===== config.mk =====
export PLATFORM = sky130hd
export DESIGN_NAME = arp_request_responder
export DESIGN_NICKNAME = d
export VERILOG_FILES = /design/src/hw/rtl/arprr_pkg.sv /design/src/hw/rtl/arprr_parser.sv /design/src/hw/rtl/arprr_queue.sv /design/src/hw/rtl/arprr_tx.sv /design/src/hw/rtl/arp_request_responder.sv
export SDC_FILE = /design/constraint.sdc
export NUM_CORES = 1
export LEC_CHECK = 0
export BUFFER_PORTS_ARGS = -buffer_cell sky130_fd_sc_hd__buf_2
export CELL_PAD_IN_SITES_DETAIL_PLACEMENT = 0
export CELL_PAD_IN_SITES_GLOBAL_PLACEMENT = 1
export CORE_MARGIN = 3
export CORE_UTILIZATION = 47
export CTS_CLUSTER_SIZE = 20
export DETAILED_ROUTE_END_ITERATION = 8
export GPL_TIMING_DRIVEN = 0
export PLACE_DENSITY_LB_ADDON = 0.05
export SYNTH_ARGS = -nofsm -noshare
export SYNTH_HDL_FRONTEND = slang
export SYNTH_HIERARCHICAL = 1
export SYNTH_SLANG_ARGS = --single-unit

===== constraint.sdc =====
create_clock -name clk_i -period 6.7 [get_ports clk_i]
set_input_delay 1.34 -clock clk_i [delete_from_list [all_inputs] [get_ports clk_i]]
set_output_delay 1.34 -clock clk_i [all_outputs]
set_load 0.005 [all_outputs]

===== src/hw/rtl/arprr_pkg.sv =====
`default_nettype none

package arprr_pkg;

  localparam int unsigned MacW       = 48;
  localparam int unsigned IpW        = 32;
  localparam int unsigned ByteW      = 8;
  localparam int unsigned PosW       = 6;
  localparam int unsigned CfgIndexW  = 8;
  localparam int unsigned CfgDataW   = 48;
  localparam int unsigned QueueDepth = 2;

  localparam logic [MacW-1:0] LocalMacReset = 48'd2277210749083;
  localparam logic [IpW-1:0]  LocalIpReset  = 32'd3232238082;

  localparam logic [CfgIndexW-1:0] CfgIdxLocalMac = 8'd0;
  localparam logic [CfgIndexW-1:0] CfgIdxLocalIp  = 8'd1;

  localparam logic [PosW-1:0] PosMax      = 6'd63;
  localparam logic [PosW-1:0] PosArpLast  = 6'd41;
  localparam logic [PosW-1:0] ReplyLast   = 6'd59;

  typedef struct packed {
    logic [MacW-1:0] mac;
    logic [IpW-1:0]  ip;
  } req_t;

endpackage

`default_nettype wire


===== src/hw/rtl/arprr_parser.sv =====
`default_nettype none

module arprr_parser (
  input  wire                        clk_i,
  input  wire                        rst_ni,
  input  wire                        accept_i,
  input  wire [7:0]                  rx_byte_i,
  input  wire                        rx_last_i,
  input  wire [arprr_pkg::IpW-1:0]   local_ip_i,
  output logic                       push_o,
  output arprr_pkg::req_t            req_o
);
  import arprr_pkg::*;

  logic [PosW-1:0] pos_q, pos_d;
  logic            pass_q, pass_d;
  logic [MacW-1:0] mac_q, mac_d;
  logic [IpW-1:0]  ip_q, ip_d;
  logic            ok;
  logic            pass_now;

  always_comb begin
    ok = 1'b1;
    unique case (pos_q)
      6'd12: ok = (rx_byte_i == 8'h08);
      6'd13: ok = (rx_byte_i == 8'h06);
      6'd14: ok = (rx_byte_i == 8'h00);
      6'd15: ok = (rx_byte_i == 8'h01);
      6'd16: ok = (rx_byte_i == 8'h08);
      6'd17: ok = (rx_byte_i == 8'h00);
      6'd20: ok = (rx_byte_i == 8'h00);
      6'd21: ok = (rx_byte_i == 8'h01);
      6'd38: ok = (rx_byte_i == local_ip_i[31:24]);
      6'd39: ok = (rx_byte_i == local_ip_i[23:16]);
      6'd40: ok = (rx_byte_i == local_ip_i[15:8]);
      6'd41: ok = (rx_byte_i == local_ip_i[7:0]);
      default: ok = 1'b1;
    endcase
    pass_now = pass_q & ok;

    pos_d  = pos_q;
    pass_d = pass_q;
    mac_d  = mac_q;
    ip_d   = ip_q;
    push_o = 1'b0;
    if (accept_i) begin
      if ((pos_q >= 6'd22) && (pos_q <= 6'd27)) begin
        mac_d = {mac_q[MacW-9:0], rx_byte_i};
      end
      if ((pos_q >= 6'd28) && (pos_q <= 6'd31)) begin
        ip_d = {ip_q[IpW-9:0], rx_byte_i};
      end
      push_o = rx_last_i & pass_now & (pos_q >= PosArpLast);
      if (rx_last_i) begin
        pos_d  = '0;
        pass_d = 1'b1;
      end else begin
        pass_d = pass_now;
        if (pos_q != PosMax) begin
          pos_d = pos_q + 6'd1;
        end
      end
    end
    req_o.mac = mac_q;
    req_o.ip  = ip_q;
  end

  always_ff @(posedge clk_i or negedge rst_ni) begin
    if (!rst_ni) begin
      pos_q  <= '0;
      pass_q <= 1'b1;
    end else begin
      pos_q  <= pos_d;
      pass_q <= pass_d;
    end
  end

  always_ff @(posedge clk_i) begin
    mac_q <= mac_d;
    ip_q  <= ip_d;
  end

endmodule

`default_nettype wire


===== src/hw/rtl/arprr_queue.sv =====
`default_nettype none

module arprr_queue #(
  parameter int unsigned Depth = arprr_pkg::QueueDepth
) (
  input  wire              clk_i,
  input  wire              rst_ni,
  input  wire              push_i,
  input  arprr_pkg::req_t  push_data_i,
  input  wire              pop_i,
  output arprr_pkg::req_t  head_o,
  output logic             empty_o,
  output logic             full_o
);
  import arprr_pkg::*;

  localparam int unsigned PtrW = (Depth > 1) ? $clog2(Depth) : 1;
  localparam int unsigned CntW = $clog2(Depth + 1);
  localparam logic [PtrW-1:0] PtrLast = PtrW'(Depth - 1);
  localparam logic [CntW-1:0] CntFull = CntW'(Depth);

  req_t            entry_q [Depth];
  logic [PtrW-1:0] wr_q, wr_d, rd_q, rd_d;
  logic [CntW-1:0] cnt_q, cnt_d;
  logic            do_push, do_pop;

  assign empty_o = (cnt_q == '0);
  assign full_o  = (cnt_q == CntFull);
  assign head_o  = entry_q[rd_q];
  assign do_push = push_i & ~full_o;
  assign do_pop  = pop_i & ~empty_o;

  always_comb begin
    wr_d  = wr_q;
    rd_d  = rd_q;
    cnt_d = cnt_q;
    if (do_push) begin
      wr_d = (wr_q == PtrLast) ? '0 : wr_q + PtrW'(1);
    end
    if (do_pop) begin
      rd_d = (rd_q == PtrLast) ? '0 : rd_q + PtrW'(1);
    end
    if (do_push && !do_pop) begin
      cnt_d = cnt_q + CntW'(1);
    end else if (do_pop && !do_push) begin
      cnt_d = cnt_q - CntW'(1);
    end
  end

  always_ff @(posedge clk_i or negedge rst_ni) begin
    if (!rst_ni) begin
      wr_q  <= '0;
      rd_q  <= '0;
      cnt_q <= '0;
    end else begin
      wr_q  <= wr_d;
      rd_q  <= rd_d;
      cnt_q <= cnt_d;
    end
  end

  always_ff @(posedge clk_i) begin
    if (do_push) begin
      entry_q[wr_q] <= push_data_i;
    end
  end

endmodule

`default_nettype wire


===== src/hw/rtl/arprr_tx.sv =====
`default_nettype none

module arprr_tx (
  input  wire                        clk_i,
  input  wire                        rst_ni,
  input  arprr_pkg::req_t            head_i,
  input  wire                        empty_i,
  output logic                       pop_o,
  input  wire [arprr_pkg::MacW-1:0]  local_mac_i,
  input  wire [arprr_pkg::IpW-1:0]   local_ip_i,
  output logic                       tvalid_o,
  input  wire                        tready_i,
  output logic [7:0]                 tdata_o,
  output logic                       tlast_o
);
  import arprr_pkg::*;

  logic [PosW-1:0] cnt_q, cnt_d;
  logic            valid_q, valid_d;
  logic [7:0]      data_q, data_d;
  logic            last_q, last_d;
  logic            load;
  logic [7:0]      byte_val;

  function automatic logic [7:0] mac_sel(input logic [MacW-1:0] mac, input logic [2:0] k);
    logic [7:0] r;
    unique case (k)
      3'd0: r = mac[47:40];
      3'd1: r = mac[39:32];
      3'd2: r = mac[31:24];
      3'd3: r = mac[23:16];
      3'd4: r = mac[15:8];
      3'd5: r = mac[7:0];
      default: r = 8'h00;
    endcase
    return r;
  endfunction

  function automatic logic [7:0] ip_sel(input logic [IpW-1:0] ip, input logic [1:0] k);
    logic [7:0] r;
    unique case (k)
      2'd0: r = ip[31:24];
      2'd1: r = ip[23:16];
      2'd2: r = ip[15:8];
      2'd3: r = ip[7:0];
      default: r = 8'h00;
    endcase
    return r;
  endfunction

  always_comb begin
    byte_val = 8'h00;
    priority if (cnt_q < 6'd6) begin
      byte_val = mac_sel(head_i.mac, cnt_q[2:0]);
    end else if (cnt_q < 6'd12) begin
      byte_val = mac_sel(local_mac_i, 3'(cnt_q - 6'd6));
    end else if (cnt_q < 6'd22) begin
      unique case (cnt_q)
        6'd12:   byte_val = 8'h08;
        6'd13:   byte_val = 8'h06;
        6'd15:   byte_val = 8'h01;
        6'd16:   byte_val = 8'h08;
        6'd18:   byte_val = 8'h06;
        6'd19:   byte_val = 8'h04;
        6'd21:   byte_val = 8'h02;
        default: byte_val = 8'h00;
      endcase
    end else if (cnt_q < 6'd28) begin
      byte_val = mac_sel(local_mac_i, 3'(cnt_q - 6'd22));
    end else if (cnt_q < 6'd32) begin
      byte_val = ip_sel(local_ip_i, 2'(cnt_q - 6'd28));
    end else if (cnt_q < 6'd38) begin
      byte_val = mac_sel(head_i.mac, 3'(cnt_q - 6'd32));
    end else if (cnt_q < 6'd42) begin
      byte_val = ip_sel(head_i.ip, 2'(cnt_q - 6'd38));
    end else begin
      byte_val = 8'h00;
    end
  end

  always_comb begin
    load    = ~valid_q | tready_i;
    cnt_d   = cnt_q;
    valid_d = valid_q;
    data_d  = data_q;
    last_d  = last_q;
    pop_o   = 1'b0;
    if (load) begin
      valid_d = ~empty_i;
      data_d  = byte_val;
      last_d  = (cnt_q == ReplyLast);
      if (!empty_i) begin
        if (cnt_q == ReplyLast) begin
          cnt_d = '0;
          pop_o = 1'b1;
        end else begin
          cnt_d = cnt_q + 6'd1;
        end
      end
    end
  end

  always_ff @(posedge clk_i or negedge rst_ni) begin
    if (!rst_ni) begin
      cnt_q   <= '0;
      valid_q <= 1'b0;
    end else begin
      cnt_q   <= cnt_d;
      valid_q <= valid_d;
    end
  end

  always_ff @(posedge clk_i) begin
    data_q <= data_d;
    last_q <= last_d;
  end

  assign tvalid_o = valid_q;
  assign tdata_o  = data_q;
  assign tlast_o  = last_q;

endmodule

`default_nettype wire


===== src/hw/rtl/arp_request_responder.sv =====
// An accepted request is queued, then the sender registers its reply bytes in the output stage.
// One byte in per cycle unless the queue is full; replies are 60 bytes out, one per ready cycle.
// A two-entry reply queue sits between parser and sender; input stalls only when it is full.
// Reset clears the parser, the queue and the output stage and loads the default addresses.
`default_nettype none

module arp_request_responder #(
  parameter int unsigned QueueDepth = arprr_pkg::QueueDepth
) (
  input  wire                             clk_i,
  input  wire                             rst_ni,
  input  wire                             s_axis_tvalid,
  output logic                            s_axis_tready,
  input  wire [7:0]                       s_axis_tdata,  // [7:0] rx_byte
  input  wire                             s_axis_tlast,
  output logic                            m_axis_tvalid,
  input  wire                             m_axis_tready,
  output logic [7:0]                      m_axis_tdata,  // [7:0] tx_byte
  output logic                            m_axis_tlast,
  input  wire                             cfg_valid_i,
  output logic                            cfg_ready_o,
  input  wire [arprr_pkg::CfgIndexW-1:0]  cfg_index_i,
  input  wire [arprr_pkg::CfgDataW-1:0]   cfg_data_i
);
  import arprr_pkg::*;

  logic [MacW-1:0] local_mac_q;
  logic [IpW-1:0]  local_ip_q;
  logic            rx_accept;
  logic            push, pop, empty, full;
  req_t            req, head;

  assign cfg_ready_o   = 1'b1;
  assign s_axis_tready = ~full;
  assign rx_accept     = s_axis_tvalid & ~full;

  always_ff @(posedge clk_i or negedge rst_ni) begin
    if (!rst_ni) begin
      local_mac_q <= LocalMacReset;
      local_ip_q  <= LocalIpReset;
    end else if (cfg_valid_i) begin
      if (cfg_index_i == CfgIdxLocalMac) begin
        local_mac_q <= cfg_data_i[MacW-1:0];
      end else if (cfg_index_i == CfgIdxLocalIp) begin
        local_ip_q <= cfg_data_i[IpW-1:0];
      end
    end
  end

  arprr_parser u_parser (
    .clk_i      (clk_i),
    .rst_ni     (rst_ni),
    .accept_i   (rx_accept),
    .rx_byte_i  (s_axis_tdata),
    .rx_last_i  (s_axis_tlast),
    .local_ip_i (local_ip_q),
    .push_o     (push),
    .req_o      (req)
  );

  arprr_queue #(
    .Depth (QueueDepth)
  ) u_queue (
    .clk_i       (clk_i),
    .rst_ni      (rst_ni),
    .push_i      (push),
    .push_data_i (req),
    .pop_i       (pop),
    .head_o      (head),
    .empty_o     (empty),
    .full_o      (full)
  );

  arprr_tx u_tx (
    .clk_i       (clk_i),
    .rst_ni      (rst_ni),
    .head_i      (head),
    .empty_i     (empty),
    .pop_o       (pop),
    .local_mac_i (local_mac_q),
    .local_ip_i  (local_ip_q),
    .tvalid_o    (m_axis_tvalid),
    .tready_i    (m_axis_tready),
    .tdata_o     (m_axis_tdata),
    .tlast_o     (m_axis_tlast)
  );

endmodule

`default_nettype wire

==> summary.md <==
| Metric | Value |
|---|---|
| Vias in the first global route | `8416` |
| Core Box Area | `31600 µm²` |
| IO Count | `82` |
| Final antenna-violating net count | `0` |
| Layout Cells excl Fill | `between 1500 and 2000` |
| Remaining global-route overflow | `0` |
| Initial DRC count | `786` |
| Max-slew violations | `0` |
| Worst path max stage delay | `approximately 750 ps` |
| Share of cells above drive strength 1 | `a little over a third` |
| Cts repair resizes | `0` |
| Routability cong. | `between 0.8 and 0.9` |
| Commonest non-fill, non-tap cell in the layout | `edfxtp_1` |
| WHS Path Cells | `0` |
| Antenna Cells | `0` |
| Status | `finished clean` |
| Hold crit path type | `reg -> reg` |
| R2R cell count | `13` |
| I/O Buffers | `80` |
| Worst setup SP type | `flip-flop` |
| Final Net Count | `1157` |
| R2R Path End | `u_queue/entry_q[0][24]` |
| Crit path cell chain | `inv_1, ha_1, clkbuf_1, nand3b_1, a21oi_1, a311oi_1, or3_1, a21oi_1, nand4_2, a211oi_2, nand2_1, nor2_4, buf_12` |
| Worst-path fanout max | `30` |
| CTS H-tree lvls | `2` |
| Async set or reset register ratio after synthesis | `28.2%` |
| Vias per std cell | `approximately 5.8` |
| Unrepaired setup endpoints after global routing | `no` |
| MaxCap Viol Count | `0` |
| Max clock buf depth | `3` |
| Post-Syn Area | `15200 µm²` |
| Final setup violation count | `0` |
| Fillers | `roughly 2600` |
| Yosys reg bits | `about 350` |
| Global-route wire length before repair | `55.2 mm` |
| Required @ worst endpoint | `6930 ps` |
| CTS tree | `built` |
| Nature of the critical path endpoint | `flip-flop` |
| Cts hold-fix bufs | `0` |
| Final Hold Fails | `0` |
| Mapped Avg Cell Area | `16.1 µm²` |
| Routed wire length | `37.4 mm` |
| Actual slew at the worst max-slew pin | `940 ps` |
| Sequential share of the synthesized area | `between 60 and 70%` |
| Die Area | `34500 µm²` |
| Die width | `~190 µm` |
| Tightest hold margin | `between 400 and 500 ps` |
| Synth Instances | `between 900 and 1000` |
| Placed insts | `1434` |
| Largest net degree at the start of global routing | `just over 50` |
| LEAKAGE | `6.70 nW` |
| Ys flop type | `edfxtp_1` |
| Dpl hpwl | `25.5 mm` |
| GRT Util Overall | `21.8%` |
| DR vias | `8729` |
| DP Area | `approximately 16000 µm²` |
| Post-route design area | `17500 µm²` |
| Hold wc startpoint | `u_parser/mac_q[44]` |
| WHS Endpoint | `u_queue/entry_q[1][76]` |
| Total CTS buffers | `38` |
| Yosys warns | `6` |
| Type of the worst setup path | `reg -> reg` |
| Worst R2R Setup Slack | `between 2000 and 2500 ps` |
| Clock transition at path regs | `60 ps` |
| Arr. time, crit path | `around 4900 ps` |
| Worst VDD drop | `204 µV` |
| Setup Buffers After CTS | `0` |
| Initial cell density of the core | `a little under half` |
| Clk_lat worst skew | `540 ps` |
| Layout area overhead | `15.6%` |
| Period utilisation layout | `69.3%` |
| WL/cell | `roughly 25 µm` |
| Clock Sinks | `347` |
| Router iterations before antenna repair | `5` |
| Most common cell on crit path | `a21oi_1` |
| Max Clock Freq | `215 MHz` |
| Die H | `186 µm` |
| Rel. slew slack | `37.2%` |
| Number of synthesized flops with an enable pin | `249` |
| Initial antenna violation count | `0` |
| Worst r2r src | `u_parser/pos_q[1]` |
| Commonest cells after routing, fill and taps aside | `edfxtp_1 (249), mux2_4 (110), buf_2 (99), dfrtp_1 (70), mux2_2 (53)` |
| CTS Root Cell | `clkbuf_16` |
| Cell area power density | `257 nW/µm²` |
| Slowest CP cell | `nor2_4` |
| Synth unique cells | `69` |
| Period minus WS final | `4650 ps` |
| # rows | `65` |
| DRC viols | `0` |
| Post-route clock skew | `about 17 ps` |
| Synthesized Nets | `1027` |
| Final core utilization | `about 55%` |
flip-flops by register name (all words and copies together) (netlist names):
| name | count |
|---|---|
| u_tx/tvalid_o | 1 |
| u_parser/pass_q | 1 |
| u_queue/rd_q | 1 |
| u_tx/cnt_q | 6 |
| u_queue/entry_q | 160 |
| local_mac_q | 48 |
| u_tx/tlast_o | 1 |
| u_parser/mac_q | 48 |
| local_ip_q | 32 |
| u_queue/wr_q | 1 |
| u_parser/pos_q | 6 |
| u_parser/ip_q | 32 |
| u_tx/tdata_o | 8 |
| u_queue/cnt_q | 2 |
where the power goes:
group          internal, mW  switching [mW]
registers              2.31          0.0225
logic                0.0545          0.0663
clock network          1.18           0.864
cell usage after synthesis, types with 5 or more instances:
| master | instances | area [µm²] |
|---|---|---|
| xnor2_1 | 7 | 61.3 |
| buf_6 | 11 | 124 |
| nand2_1 | 43 | 161 |
| nor2b_1 | 5 | 31.3 |
| a31oi_1 | 8 | 50.1 |
| dfstp_2 | 28 | 736 |
| a22o_1 | 7 | 61.3 |
| clkbuf_1 | 10 | 37.5 |
| mux2_2 | 53 | 597 |
| buf_12 | 8 | 160 |
| inv_1 | 19 | 71.3 |
| a222oi_1 | 22 | 220 |
| o21ai_0 | 38 | 190 |
| and3_1 | 8 | 50.1 |
| a221oi_1 | 18 | 158 |
| nor4_1 | 11 | 68.8 |
| mux2_4 | 110 | 1650 |
| buf_4 | 7 | 52.6 |
| buf_2 | 20 | 100 |
| nand2b_1 | 12 | 75.1 |
| dfrtp_1 | 70 | 1750 |
| a22oi_1 | 25 | 188 |
| nand3b_1 | 7 | 52.6 |
| nand3_1 | 10 | 50.1 |
| edfxtp_1 | 249 | 7480 |
| nor3_1 | 8 | 40.0 |
| o31ai_1 | 5 | 37.5 |
| a21oi_1 | 18 | 90.1 |
| or3_1 | 6 | 37.5 |
| ha_1 | 15 | 188 |
| nor2_1 | 26 | 97.6 |
through the flow:
stage          power [mW]  setup WS [ps]  TNS (ps)
4_1_cts              4.55           2030         0
3_3_place_gp         2.49          -2690   -310620
3_5_place_dp         2.50           2060         0
5_1_grt              4.64           1710         0
2_1_floorplan        2.43            254         0
6_report             4.50           2050         0
worst max-delay path, delay by kind of cell, from the launching register on:
family / cells / cell delay [ps]
flops: 1 / 430
simple gates: 5 / 1650
fa+ha+maj: 1 / 150
buf+inv: 3 / 860
compound gates: 4 / 1220
cells by family (layout without fill, tap and decap cells):
| kind of cell | after synthesis | after routing | share of synthesized area (%) |
|---|---|---|---|
| other | 1 | 1 | 0.0247 |
| adder cells (fa/ha/maj) | 15 | 15 | 1.24 |
| AND/OR/NAND/NOR | 151 | 151 | 5.26 |
| AO/OA/AOI/OAI | 176 | 176 | 8.57 |
| buffers and inverters | 77 | 237 | 3.66 |
| flip-flops | 347 | 347 | 65.7 |
| XOR/XNOR | 11 | 11 | 0.635 |
| multiplexers | 164 | 164 | 14.9 |
metal layers:
metal,vias to the layer above,global-route usage [%],routed length [µm]
met4,0,4.83,641
li1,3937,-,-
met5,-,0,0
met2,279,32.2,16600
met1,4467,33.8,17700
met3,46,3.93,2470
cell type report:
class | count | area, µm² | share of cell area [%]
Clock inverter | 21 | 195 | 1.11
Sequential cell | 347 | 9960 | 56.9
Buffer | 57 | 479 | 2.73
Timing Repair Buffer | 90 | 602 | 3.43
Clock buffer | 49 | 1030 | 5.89
Inverter | 20 | 75.1 | 0.428
Tap cell | 402 | 503 | 2.87
Multi-Input combinational cell | 518 | 4670 | 26.7
how the worst max path moves through the flow:
stage	endpoint	start	depth (start not counted)	slack [ps]
after floorplan	u_queue/entry_q[0][0]	u_parser/pos_q[1]	12	250
after global placement	u_queue/entry_q[0][73]	u_parser/pos_q[1]	12	-2690
after detailed placement	u_queue/entry_q[0][0]	u_parser/pos_q[1]	13	2060
after CTS	u_queue/entry_q[0][1]	u_parser/pos_q[1]	13	2030
after global routing	u_queue/entry_q[0][24]	u_parser/pos_q[1]	13	1710
final	u_queue/entry_q[0][24]	u_parser/pos_q[1]	13	2050
Note: power is estimated with default switching activity, not from simulation.
